$ cat config.mk
export PLATFORM = sky130hd
export DESIGN_NAME = md2_hash_engine_top
export DESIGN_NICKNAME = d
export VERILOG_FILES = /design/src/hdl/md2_pkg.sv /design/src/hdl/md2_compress.sv /design/src/hdl/md2_hash_engine_top.sv
export VERILOG_INCLUDE_DIRS = /design/src /design/src/hdl
export SDC_FILE = /design/constraint.sdc
export NUM_CORES = 1
export LEC_CHECK = 0
export CELL_PAD_IN_SITES_DETAIL_PLACEMENT = 1
export CELL_PAD_IN_SITES_GLOBAL_PLACEMENT = 1
export CORE_ASPECT_RATIO = 1.5
export CORE_MARGIN = 5
export CORE_UTILIZATION = 57
export DETAILED_ROUTE_END_ITERATION = 10
export DONT_BUFFER_PORTS = 1
export MAX_ROUTING_LAYER = met4
export PLACE_DENSITY_LB_ADDON = 0.1
export REMOVE_ABC_BUFFERS = 1
export SYNTH_ARGS = -nofsm -noshare
export SYNTH_HDL_FRONTEND = slang
export SYNTH_SLANG_ARGS = --single-unit
$ cat constraint.sdc
create_clock -name clk -period 19.85 [get_ports clk]
set_input_delay 1.985 -clock clk [delete_from_list [all_inputs] [get_ports clk]]
set_output_delay 1.985 -clock clk [all_outputs]
set_load 0.05 [all_outputs]
$ cat src/hdl/assert_macros.svh
// assertion macros for the rtl files
// no dependencies; taken in by `include where assertions are written
`ifndef ASSERT_MACROS_SVH
`define ASSERT_MACROS_SVH

// clocked check, switched off while reset is high
`define ASSERT_CLK(lbl, prop, msg) \
  lbl: assert property (@(posedge clk) disable iff (rst) prop) else $error(msg);

// clocked check that also holds during reset
`define ASSERT_ALWAYS(lbl, prop, msg) \
  lbl: assert property (@(posedge clk) prop) else $error(msg);

`endif

$ cat src/hdl/md2_pkg.sv
// shared types, constants and the pi substitution table of the md2 engine
// no dependencies; used by md2_compress and md2_hash_engine_top
package md2_pkg;

  localparam int BLK_BYTES  = 16;
  localparam int WORK_BYTES = 48;
  localparam int ROUNDS     = 18;

  // command codes of the input word
  localparam logic CMD_ABSORB = 1'b0;
  localparam logic CMD_FINISH = 1'b1;

  typedef struct packed {
    logic       cmd;
    logic [7:0] data_byte;
  } in_t;

  typedef struct packed {
    logic [7:0] digest_byte;
    logic       last_byte;
  } out_t;

  typedef logic [BLK_BYTES-1:0][7:0] block_t;

  // control from the sequencer to the compression unit
  typedef struct packed {
    logic start;
    logic clear;
  } cmp_ctl_t;

  localparam logic [7:0] PI_SBOX [256] = '{
    8'h29, 8'h2E, 8'h43, 8'hC9, 8'hA2, 8'hD8, 8'h7C, 8'h01,
    8'h3D, 8'h36, 8'h54, 8'hA1, 8'hEC, 8'hF0, 8'h06, 8'h13,
    8'h62, 8'hA7, 8'h05, 8'hF3, 8'hC0, 8'hC7, 8'h73, 8'h8C,
    8'h98, 8'h93, 8'h2B, 8'hD9, 8'hBC, 8'h4C, 8'h82, 8'hCA,
    8'h1E, 8'h9B, 8'h57, 8'h3C, 8'hFD, 8'hD4, 8'hE0, 8'h16,
    8'h67, 8'h42, 8'h6F, 8'h18, 8'h8A, 8'h17, 8'hE5, 8'h12,
    8'hBE, 8'h4E, 8'hC4, 8'hD6, 8'hDA, 8'h9E, 8'hDE, 8'h49,
    8'hA0, 8'hFB, 8'hF5, 8'h8E, 8'hBB, 8'h2F, 8'hEE, 8'h7A,
    8'hA9, 8'h68, 8'h79, 8'h91, 8'h15, 8'hB2, 8'h07, 8'h3F,
    8'h94, 8'hC2, 8'h10, 8'h89, 8'h0B, 8'h22, 8'h5F, 8'h21,
    8'h80, 8'h7F, 8'h5D, 8'h9A, 8'h5A, 8'h90, 8'h32, 8'h27,
    8'h35, 8'h3E, 8'hCC, 8'hE7, 8'hBF, 8'hF7, 8'h97, 8'h03,
    8'hFF, 8'h19, 8'h30, 8'hB3, 8'h48, 8'hA5, 8'hB5, 8'hD1,
    8'hD7, 8'h5E, 8'h92, 8'h2A, 8'hAC, 8'h56, 8'hAA, 8'hC6,
    8'h4F, 8'hB8, 8'h38, 8'hD2, 8'h96, 8'hA4, 8'h7D, 8'hB6,
    8'h76, 8'hFC, 8'h6B, 8'hE2, 8'h9C, 8'h74, 8'h04, 8'hF1,
    8'h45, 8'h9D, 8'h70, 8'h59, 8'h64, 8'h71, 8'h87, 8'h20,
    8'h86, 8'h5B, 8'hCF, 8'h65, 8'hE6, 8'h2D, 8'hA8, 8'h02,
    8'h1B, 8'h60, 8'h25, 8'hAD, 8'hAE, 8'hB0, 8'hB9, 8'hF6,
    8'h1C, 8'h46, 8'h61, 8'h69, 8'h34, 8'h40, 8'h7E, 8'h0F,
    8'h55, 8'h47, 8'hA3, 8'h23, 8'hDD, 8'h51, 8'hAF, 8'h3A,
    8'hC3, 8'h5C, 8'hF9, 8'hCE, 8'hBA, 8'hC5, 8'hEA, 8'h26,
    8'h2C, 8'h53, 8'h0D, 8'h6E, 8'h85, 8'h28, 8'h84, 8'h09,
    8'hD3, 8'hDF, 8'hCD, 8'hF4, 8'h41, 8'h81, 8'h4D, 8'h52,
    8'h6A, 8'hDC, 8'h37, 8'hC8, 8'h6C, 8'hC1, 8'hAB, 8'hFA,
    8'h24, 8'hE1, 8'h7B, 8'h08, 8'h0C, 8'hBD, 8'hB1, 8'h4A,
    8'h78, 8'h88, 8'h95, 8'h8B, 8'hE3, 8'h63, 8'hE8, 8'h6D,
    8'hE9, 8'hCB, 8'hD5, 8'hFE, 8'h3B, 8'h00, 8'h1D, 8'h39,
    8'hF2, 8'hEF, 8'hB7, 8'h0E, 8'h66, 8'h58, 8'hD0, 8'hE4,
    8'hA6, 8'h77, 8'h72, 8'hF8, 8'hEB, 8'h75, 8'h4B, 8'h0A,
    8'h31, 8'h44, 8'h50, 8'hB4, 8'h8F, 8'hED, 8'h1F, 8'h1A,
    8'hDB, 8'h99, 8'h8D, 8'h33, 8'h9F, 8'h11, 8'h83, 8'h14
  };

  function automatic logic [7:0] pi_sbox(input logic [7:0] idx);
    return PI_SBOX[idx];
  endfunction

endpackage

$ cat src/hdl/md2_compress.sv
// md2 compression unit: 48-byte rotating work line, one s-box lookup a cycle
// depends on md2_pkg; the lookup is shared with the checksum update
module md2_compress (
  input  logic              clk,
  input  logic              rst,
  input  md2_pkg::cmp_ctl_t ctl,
  input  md2_pkg::block_t   msg_block,
  input  logic [7:0]        ck_index,
  output logic [7:0]        sbox_val,
  output logic              busy,
  output md2_pkg::block_t   hash
);

  localparam logic [5:0] LAST_STEP  = 6'(md2_pkg::WORK_BYTES - 1);
  localparam logic [4:0] LAST_ROUND = 5'(md2_pkg::ROUNDS - 1);

  logic [7:0] x [md2_pkg::WORK_BYTES];
  logic [7:0] t;
  logic [4:0] rnd;
  logic [5:0] step;
  logic [7:0] lookup_idx;
  logic [7:0] mixed;

  // shared s-box: chaining byte while compressing, checksum index otherwise
  always_comb begin
    lookup_idx = busy ? t : ck_index;
    sbox_val   = md2_pkg::pi_sbox(lookup_idx);
    mixed      = x[0] ^ sbox_val;
  end

  // the first 16 bytes of the work line are the chaining value
  always_comb begin
    for (int i = 0; i < md2_pkg::BLK_BYTES; i++) begin
      hash[i] = x[i];
    end
  end

  // while busy the work line shifts by one byte a cycle, the mixed byte entering at the top
  always_ff @(posedge clk) begin
    if (rst) begin
      busy <= 1'b0;
      t    <= '0;
      rnd  <= '0;
      step <= '0;
      for (int k = 0; k < md2_pkg::WORK_BYTES; k++) begin
        x[k] <= '0;
      end
    end else if (ctl.clear) begin
      busy <= 1'b0;
      for (int k = 0; k < md2_pkg::WORK_BYTES; k++) begin
        x[k] <= '0;
      end
    end else if (ctl.start) begin
      busy <= 1'b1;
      t    <= '0;
      rnd  <= '0;
      step <= '0;
      for (int i = 0; i < md2_pkg::BLK_BYTES; i++) begin
        x[md2_pkg::BLK_BYTES + i]     <= msg_block[i];
        x[2 * md2_pkg::BLK_BYTES + i] <= x[i] ^ msg_block[i];
      end
    end else if (busy) begin
      for (int k = 0; k < md2_pkg::WORK_BYTES - 1; k++) begin
        x[k] <= x[k+1];
      end
      x[md2_pkg::WORK_BYTES-1] <= mixed;
      if (step == LAST_STEP) begin
        step <= '0;
        t    <= mixed + {3'b000, rnd};
        if (rnd == LAST_ROUND) begin
          busy <= 1'b0;
        end else begin
          rnd <= rnd + 5'd1;
        end
      end else begin
        step <= step + 6'd1;
        t    <= mixed;
      end
    end
  end

endmodule

$ cat src/hdl/md2_hash_engine_top.sv
// md2 digest engine: block and checksum store, sequencer and digest output
// depends on md2_pkg, md2_compress and assert_macros.svh
//
// usage:
//   msg channel (msg_valid, msg_stall, msg): one word per message byte with
//   cmd absorb, then one word with cmd finish. msg_stall is high whenever
//   the engine is working, so each word waits until the previous is done.
//   dig channel (dig_valid, dig_stall, dig): after a finish, 16 digest bytes,
//   byte 0 first, last_byte set on the sixteenth.
// sequence:
//   an absorb word is taken in IDLE; the byte that fills a 16-byte block
//   adds a load state and a compression (18 rounds of 48 s-box lookups,
//   one per cycle through the single table port), after which the
//   sequencer sees the unit stop and returns to IDLE.
//   finish adds p padding bytes (p = 1..16) and two compressions, each with
//   its load state (message block, then checksum block), then one digest
//   byte per cycle the receiver accepts.
// reset clears chaining value, checksum and fill count; after the last
//   digest byte is taken the engine is back in that state. while dig_stall
//   is high the current digest byte holds and no new word is taken.
`include "assert_macros.svh"

module md2_hash_engine_top (
  input  logic          clk,
  input  logic          rst,
  input  logic          msg_valid,
  output logic          msg_stall,
  input  md2_pkg::in_t  msg,
  output logic          dig_valid,
  input  logic          dig_stall,
  output md2_pkg::out_t dig
);

  typedef enum logic [2:0] {
    IDLE,
    PAD,
    LOAD,
    COMP,
    CKLOAD,
    CKCOMP,
    EMIT
  } state_t;

  localparam logic [3:0] LAST_IDX = 4'(md2_pkg::BLK_BYTES - 1);

  state_t              state;
  logic [3:0]          fill;
  logic [7:0]          carry;
  logic [7:0]          check [md2_pkg::BLK_BYTES];
  logic [7:0]          block [md2_pkg::BLK_BYTES];
  logic [7:0]          pad_val;
  logic                fin;
  logic [3:0]          out_idx;
  logic [3:0]          idx_next;

  logic [7:0]          ab_byte;
  logic [7:0]          ck_index;
  logic [7:0]          sbox_val;
  logic [7:0]          ck_next;
  logic                do_absorb;
  logic                cmp_busy;
  md2_pkg::cmp_ctl_t   cmp_ctl;
  md2_pkg::block_t     cmp_msg;
  md2_pkg::block_t     hash;

  // checksum update path: byte from the port or the padding value
  always_comb begin
    ab_byte   = (state == PAD) ? pad_val : msg.data_byte;
    ck_index  = ab_byte ^ carry;
    ck_next   = check[fill] ^ sbox_val;
    do_absorb = (state == PAD) ||
                (state == IDLE && msg_valid && msg.cmd == md2_pkg::CMD_ABSORB);
    idx_next  = out_idx + 4'd1;
  end

  // compression unit control and block selection
  always_comb begin
    cmp_ctl.start = (state == LOAD) || (state == CKLOAD);
    cmp_ctl.clear = (state == EMIT) && !dig_stall && (out_idx == LAST_IDX);
    for (int i = 0; i < md2_pkg::BLK_BYTES; i++) begin
      cmp_msg[i] = (state == CKLOAD) ? check[i] : block[i];
    end
  end

  assign msg_stall = (state != IDLE);

  md2_compress u_compress (
    .clk       (clk),
    .rst       (rst),
    .ctl       (cmp_ctl),
    .msg_block (cmp_msg),
    .ck_index  (ck_index),
    .sbox_val  (sbox_val),
    .busy      (cmp_busy),
    .hash      (hash)
  );

  // message block store, written one byte per absorb
  always_ff @(posedge clk) begin
    if (do_absorb) begin
      block[fill] <= ab_byte;
    end
  end

  // sequencer, checksum state and registered digest output
  always_ff @(posedge clk) begin
    if (rst) begin
      state     <= IDLE;
      fill      <= '0;
      carry     <= '0;
      fin       <= 1'b0;
      pad_val   <= '0;
      out_idx   <= '0;
      dig_valid <= 1'b0;
      dig       <= '0;
      for (int i = 0; i < md2_pkg::BLK_BYTES; i++) begin
        check[i] <= '0;
      end
    end else begin
      if (do_absorb) begin
        check[fill] <= ck_next;
        carry       <= ck_next;
        fill        <= fill + 4'd1;
      end
      case (state)
        IDLE: begin
          if (msg_valid) begin
            if (msg.cmd == md2_pkg::CMD_FINISH) begin
              fin     <= 1'b1;
              pad_val <= 8'(md2_pkg::BLK_BYTES) - {4'b0000, fill};
              state   <= PAD;
            end else if (fill == LAST_IDX) begin
              state <= LOAD;
            end
          end
        end
        PAD: begin
          if (fill == LAST_IDX) begin
            state <= LOAD;
          end
        end
        LOAD: begin
          state <= COMP;
        end
        COMP: begin
          if (!cmp_busy) begin
            state <= fin ? CKLOAD : IDLE;
          end
        end
        CKLOAD: begin
          state <= CKCOMP;
        end
        CKCOMP: begin
          if (!cmp_busy) begin
            state           <= EMIT;
            dig_valid       <= 1'b1;
            dig.digest_byte <= hash[0];
            dig.last_byte   <= 1'b0;
            out_idx         <= '0;
          end
        end
        EMIT: begin
          if (!dig_stall) begin
            if (out_idx == LAST_IDX) begin
              dig_valid <= 1'b0;
              state     <= IDLE;
              fin       <= 1'b0;
              fill      <= '0;
              carry     <= '0;
              for (int i = 0; i < md2_pkg::BLK_BYTES; i++) begin
                check[i] <= '0;
              end
            end else begin
              out_idx         <= idx_next;
              dig.digest_byte <= hash[idx_next];
              dig.last_byte   <= (idx_next == LAST_IDX);
            end
          end
        end
        default: begin
          state <= IDLE;
        end
      endcase
    end
  end

  // digest words only appear once compression has stopped
  `ASSERT_CLK(a_emit_quiet, dig_valid |-> !cmp_busy, "digest word while compressing")
  // a new compression never starts over a running one
  `ASSERT_CLK(a_start_free, cmp_ctl.start |-> !cmp_busy, "compression restarted while busy")
  // after the final digest word the engine is empty and open for a new message
  `ASSERT_CLK(a_clean_after, (dig_valid && !dig_stall && dig.last_byte) |=>
              (fill == 4'd0 && carry == 8'd0 && !msg_stall && !dig_valid),
              "state not cleared after digest")
  // once reset is sampled high, nothing is offered on the digest side
  `ASSERT_ALWAYS(a_rst_quiet, rst |=> !dig_valid, "digest word right after reset")

endmodule
==> results.json <==
{
  "outcome": "complete, but fails checks",
  "violations": "capacitance limit, slew limit",
  "place_ws_ps": 12430,
  "reg2reg_slack_ps": 12550,
  "first_pass_iters": 6,
  "clock_skew_ps": 50.3,
  "drtIter0Drc": 5495,
  "cts_buffer_depth": 3,
  "antenna_found_initial": 8,
  "r2r_start": "state[2]",
  "power.switching_mw": 3.25,
  "finalPower_mw": 6.72,
  "rsz0062_at_grt": "no",
  "cap_violations": 1,
  "cts_hold_buffers": 0,
  "die_area_mm2": 0.0693,
  "drcViolationCount": 0,
  "multiInputGateArea_mm2": 0.0150,
  "die_x_um": 217,
  "htree_num_levels": 3,
  "grt.overflow.total": 0,
  "layout.nets": 3100,
  "rr_endpoint": "u_compress.t[6]",
  "cts_buffers": 67,
  "core_area_mm2": 0.0633,
  "area_growth_pct": 7.37,
  "period_minus_slack_ps": 7300,
  "critPathRequiredTime_ps": 20390,
  "layout_common_cells": "640 x edfxtp_1, 606 x nor2_1, 148 x a31oi_1",
  "finalSetupViolations": 0,
  "critPathLaunchType": "register",
  "clock_sinks": 695,
  "grt_pass1_wl_um": 226000,
  "routed_wl_um": 166000,
  "p_clk_share_pct": 20.0,
  "grt_util_all_layers_pct": 46.0,
  "synthCells": 3194,
  "swShare_pct": 48.4,
  "gp_congestion": 1.02,
  "synth_warnings": 0,
  "finalCritPeriodShare_pct": 36.8,
  "antenna_left": 0,
  "fill_cells": 6204,
  "port_buffers": 0,
  "tightestPinTransition_ps": 1550,
  "cts_tree": "yes",
  "dp_cells": 3796,
  "post_cts_resize_count": 0,
  "fmax_mhz": 137,
  "syn_area_mm2": 0.0365,
  "yosysUniqueCellTypes": 96,
  "pin_count": 24,
  "grt_pass1_vias": 31127,
  "hp-start": "fin",
  "final_common_cell": "edfxtp_1",
  "endpoint": "u_compress.t[6]",
  "clk_pin_slew_ps": 70,
  "p_int_mw": 3.47,
  "vias": 31079,
  "ys_ff_latch": 695,
  "dp_hpwl_um": 94800,
  "fin_ws_ps": 12550,
  "reg2reg_depth": 23,
  "wl_per_cell_um": 42.3,
  "leakagePower_nw": 13.3,
  "min_path_type": "reg2reg",
  "seq_area_mm2": 0.0203,
  "drive_gt1_share_pct": 10.3,
  "fin_cells": 3929,
  "powerDensity_mw_per_mm2": 172,
  "avgSynthCellArea_um2": 11.4,
  "placed_area_mm2": 0.0370,
  "seq_area_frac_synth_pct": 55.7,
  "grt_max_degree": 191,
  "tns_ps": 0,
  "postCtsSetupBuffers": 0,
  "pwr-share-comb_pct": 47.9,
  "synth_flop_cell": "edfxtp_1",
  "drv_slew": 3,
  "ir_drop_mv": 0.140,
  "cp_max_fo": 22,
  "dieHeight_um": 320,
  "startpoint": "state[2]",
  "seq_power_share_pct": 32.2,
  "async_flop_share_pct": 0,
  "synth_edf_count": 640,
  "criticalPathCategory": "reg2reg",
  "finalInstanceArea_mm2": 0.0392,
  "insertion_delay_ps": 680,
  "hold_viol": 0,
  "slew-limit-headroom_pct": -6.13,
  "fp-row-count": 113,
  "arrival_ps": 7850,
  "detail_route.vias_per_cell": 7.91,
  "worstSetupEndpointType": "register",
  "start_util_pct": 57.6,
  "root_buffer": "clkbuf_16"
}
[cells in the mapped netlist, types with 61 or more instances]
| cell type | number | area (µm²) |
|---|---|---|
| nand2_1 | 130 | 488 |
| and2_1 | 142 | 888 |
| nand3_1 | 74 | 370 |
| clkbuf_1 | 184 | 691 |
| a22oi_1 | 95 | 713 |
| o21ai_0 | 61 | 305 |
| xnor2_1 | 147 | 1290 |
| mux4_2 | 80 | 1800 |
| nor2_1 | 612 | 2300 |
| edfxtp_1 | 640 | 19200 |
| mux2i_1 | 146 | 1460 |
| a21oi_1 | 107 | 536 |
| a31oi_1 | 148 | 926 |
[flip-flops by register name, indices dropped and copies added (netlist names)]
| register | flops |
|---|---|
| u_compress.x | 384 |
| block | 128 |
| check | 128 |
| dig | 9 |
| carry | 8 |
| u_compress.t | 8 |
| u_compress.step | 6 |
| pad_val | 5 |
| u_compress.rnd | 5 |
| fill | 4 |
| out_idx | 4 |
| state | 3 |
| dig_valid | 1 |
| fin | 1 |
| u_compress.busy | 1 |
[worst max-delay path, stage by stage, from the launching register on]
cell and delay (ps):
dfxtp_1 570, or3b_4 710, a2111o_1 500, nand3_2 360, inv_1 480, ha_1 390
buf_4 220, or2_2 470, a22oi_1 210, nand3_1 90, a31oi_1 240, o22ai_2 120
o21ai_0 600, xnor2_1 290, ha_1 260, inv_1 80, fa_1 450, nor2b_1 180
o21ai_0 120, nand2b_1 140, a21oi_1 100, nor2_1 160, nand3_1 120, a32o_1 280
[cell families after synthesis]
logic type / share of synthesized area [%]
fa+ha+maj: 0.912
compound gates: 12.4
mux: 9.16
xor+xnor: 4.39
buf+inv: 3.49
simple gates: 13.9
flops: 55.7
[metal layers]
layer  wire, µm  global-route usage (%)
met4      19500                    37.4
met2      75300                    70.7
met5          0                       -
met1      50300                    50.9
met3      21300                    10.9
[power groups by stage]
stage | registers [mW] | logic, mW | clock network [mW]
after floorplan | 2.12 | 1.86 | 0
after global placement | 2.11 | 2.92 | 0
after detailed placement | 2.14 | 2.96 | 0
after CTS | 2.13 | 3.04 | 1.29
after global routing | 2.16 | 3.26 | 1.39
final | 2.16 | 3.22 | 1.34
[how the worst min path moves through the flow]
stage,slack (ps),cells past startpoint,endpoint
after floorplan,430,2,fin
after global placement,440,2,fin
after detailed placement,460,2,fin
after CTS,470,2,fin
after global routing,500,2,fin
final,470,2,fin
[through the flow]
step | hold slack [ps] | utilization, %
6_report | 469 | 61.8
5_1_grt | 496 | 61.8
4_1_cts | 468 | 61.8
3_5_place_dp | 456 | 58.4
3_3_place_gp | 444 | 58.4
2_1_floorplan | 430 | -
[layout make-up]
type                    count  share of cell area (%)
flip-flops and latches    695                    51.9
inverters                  28                   0.268
well taps                 805                    2.57
clock inverters            34                   0.878
repair buffers             74                    1.50
diodes                     11                  0.0703
multi-input cells        2195                    38.3
clock buffers              87                    4.55
Power figures use the tool's default switching activity.
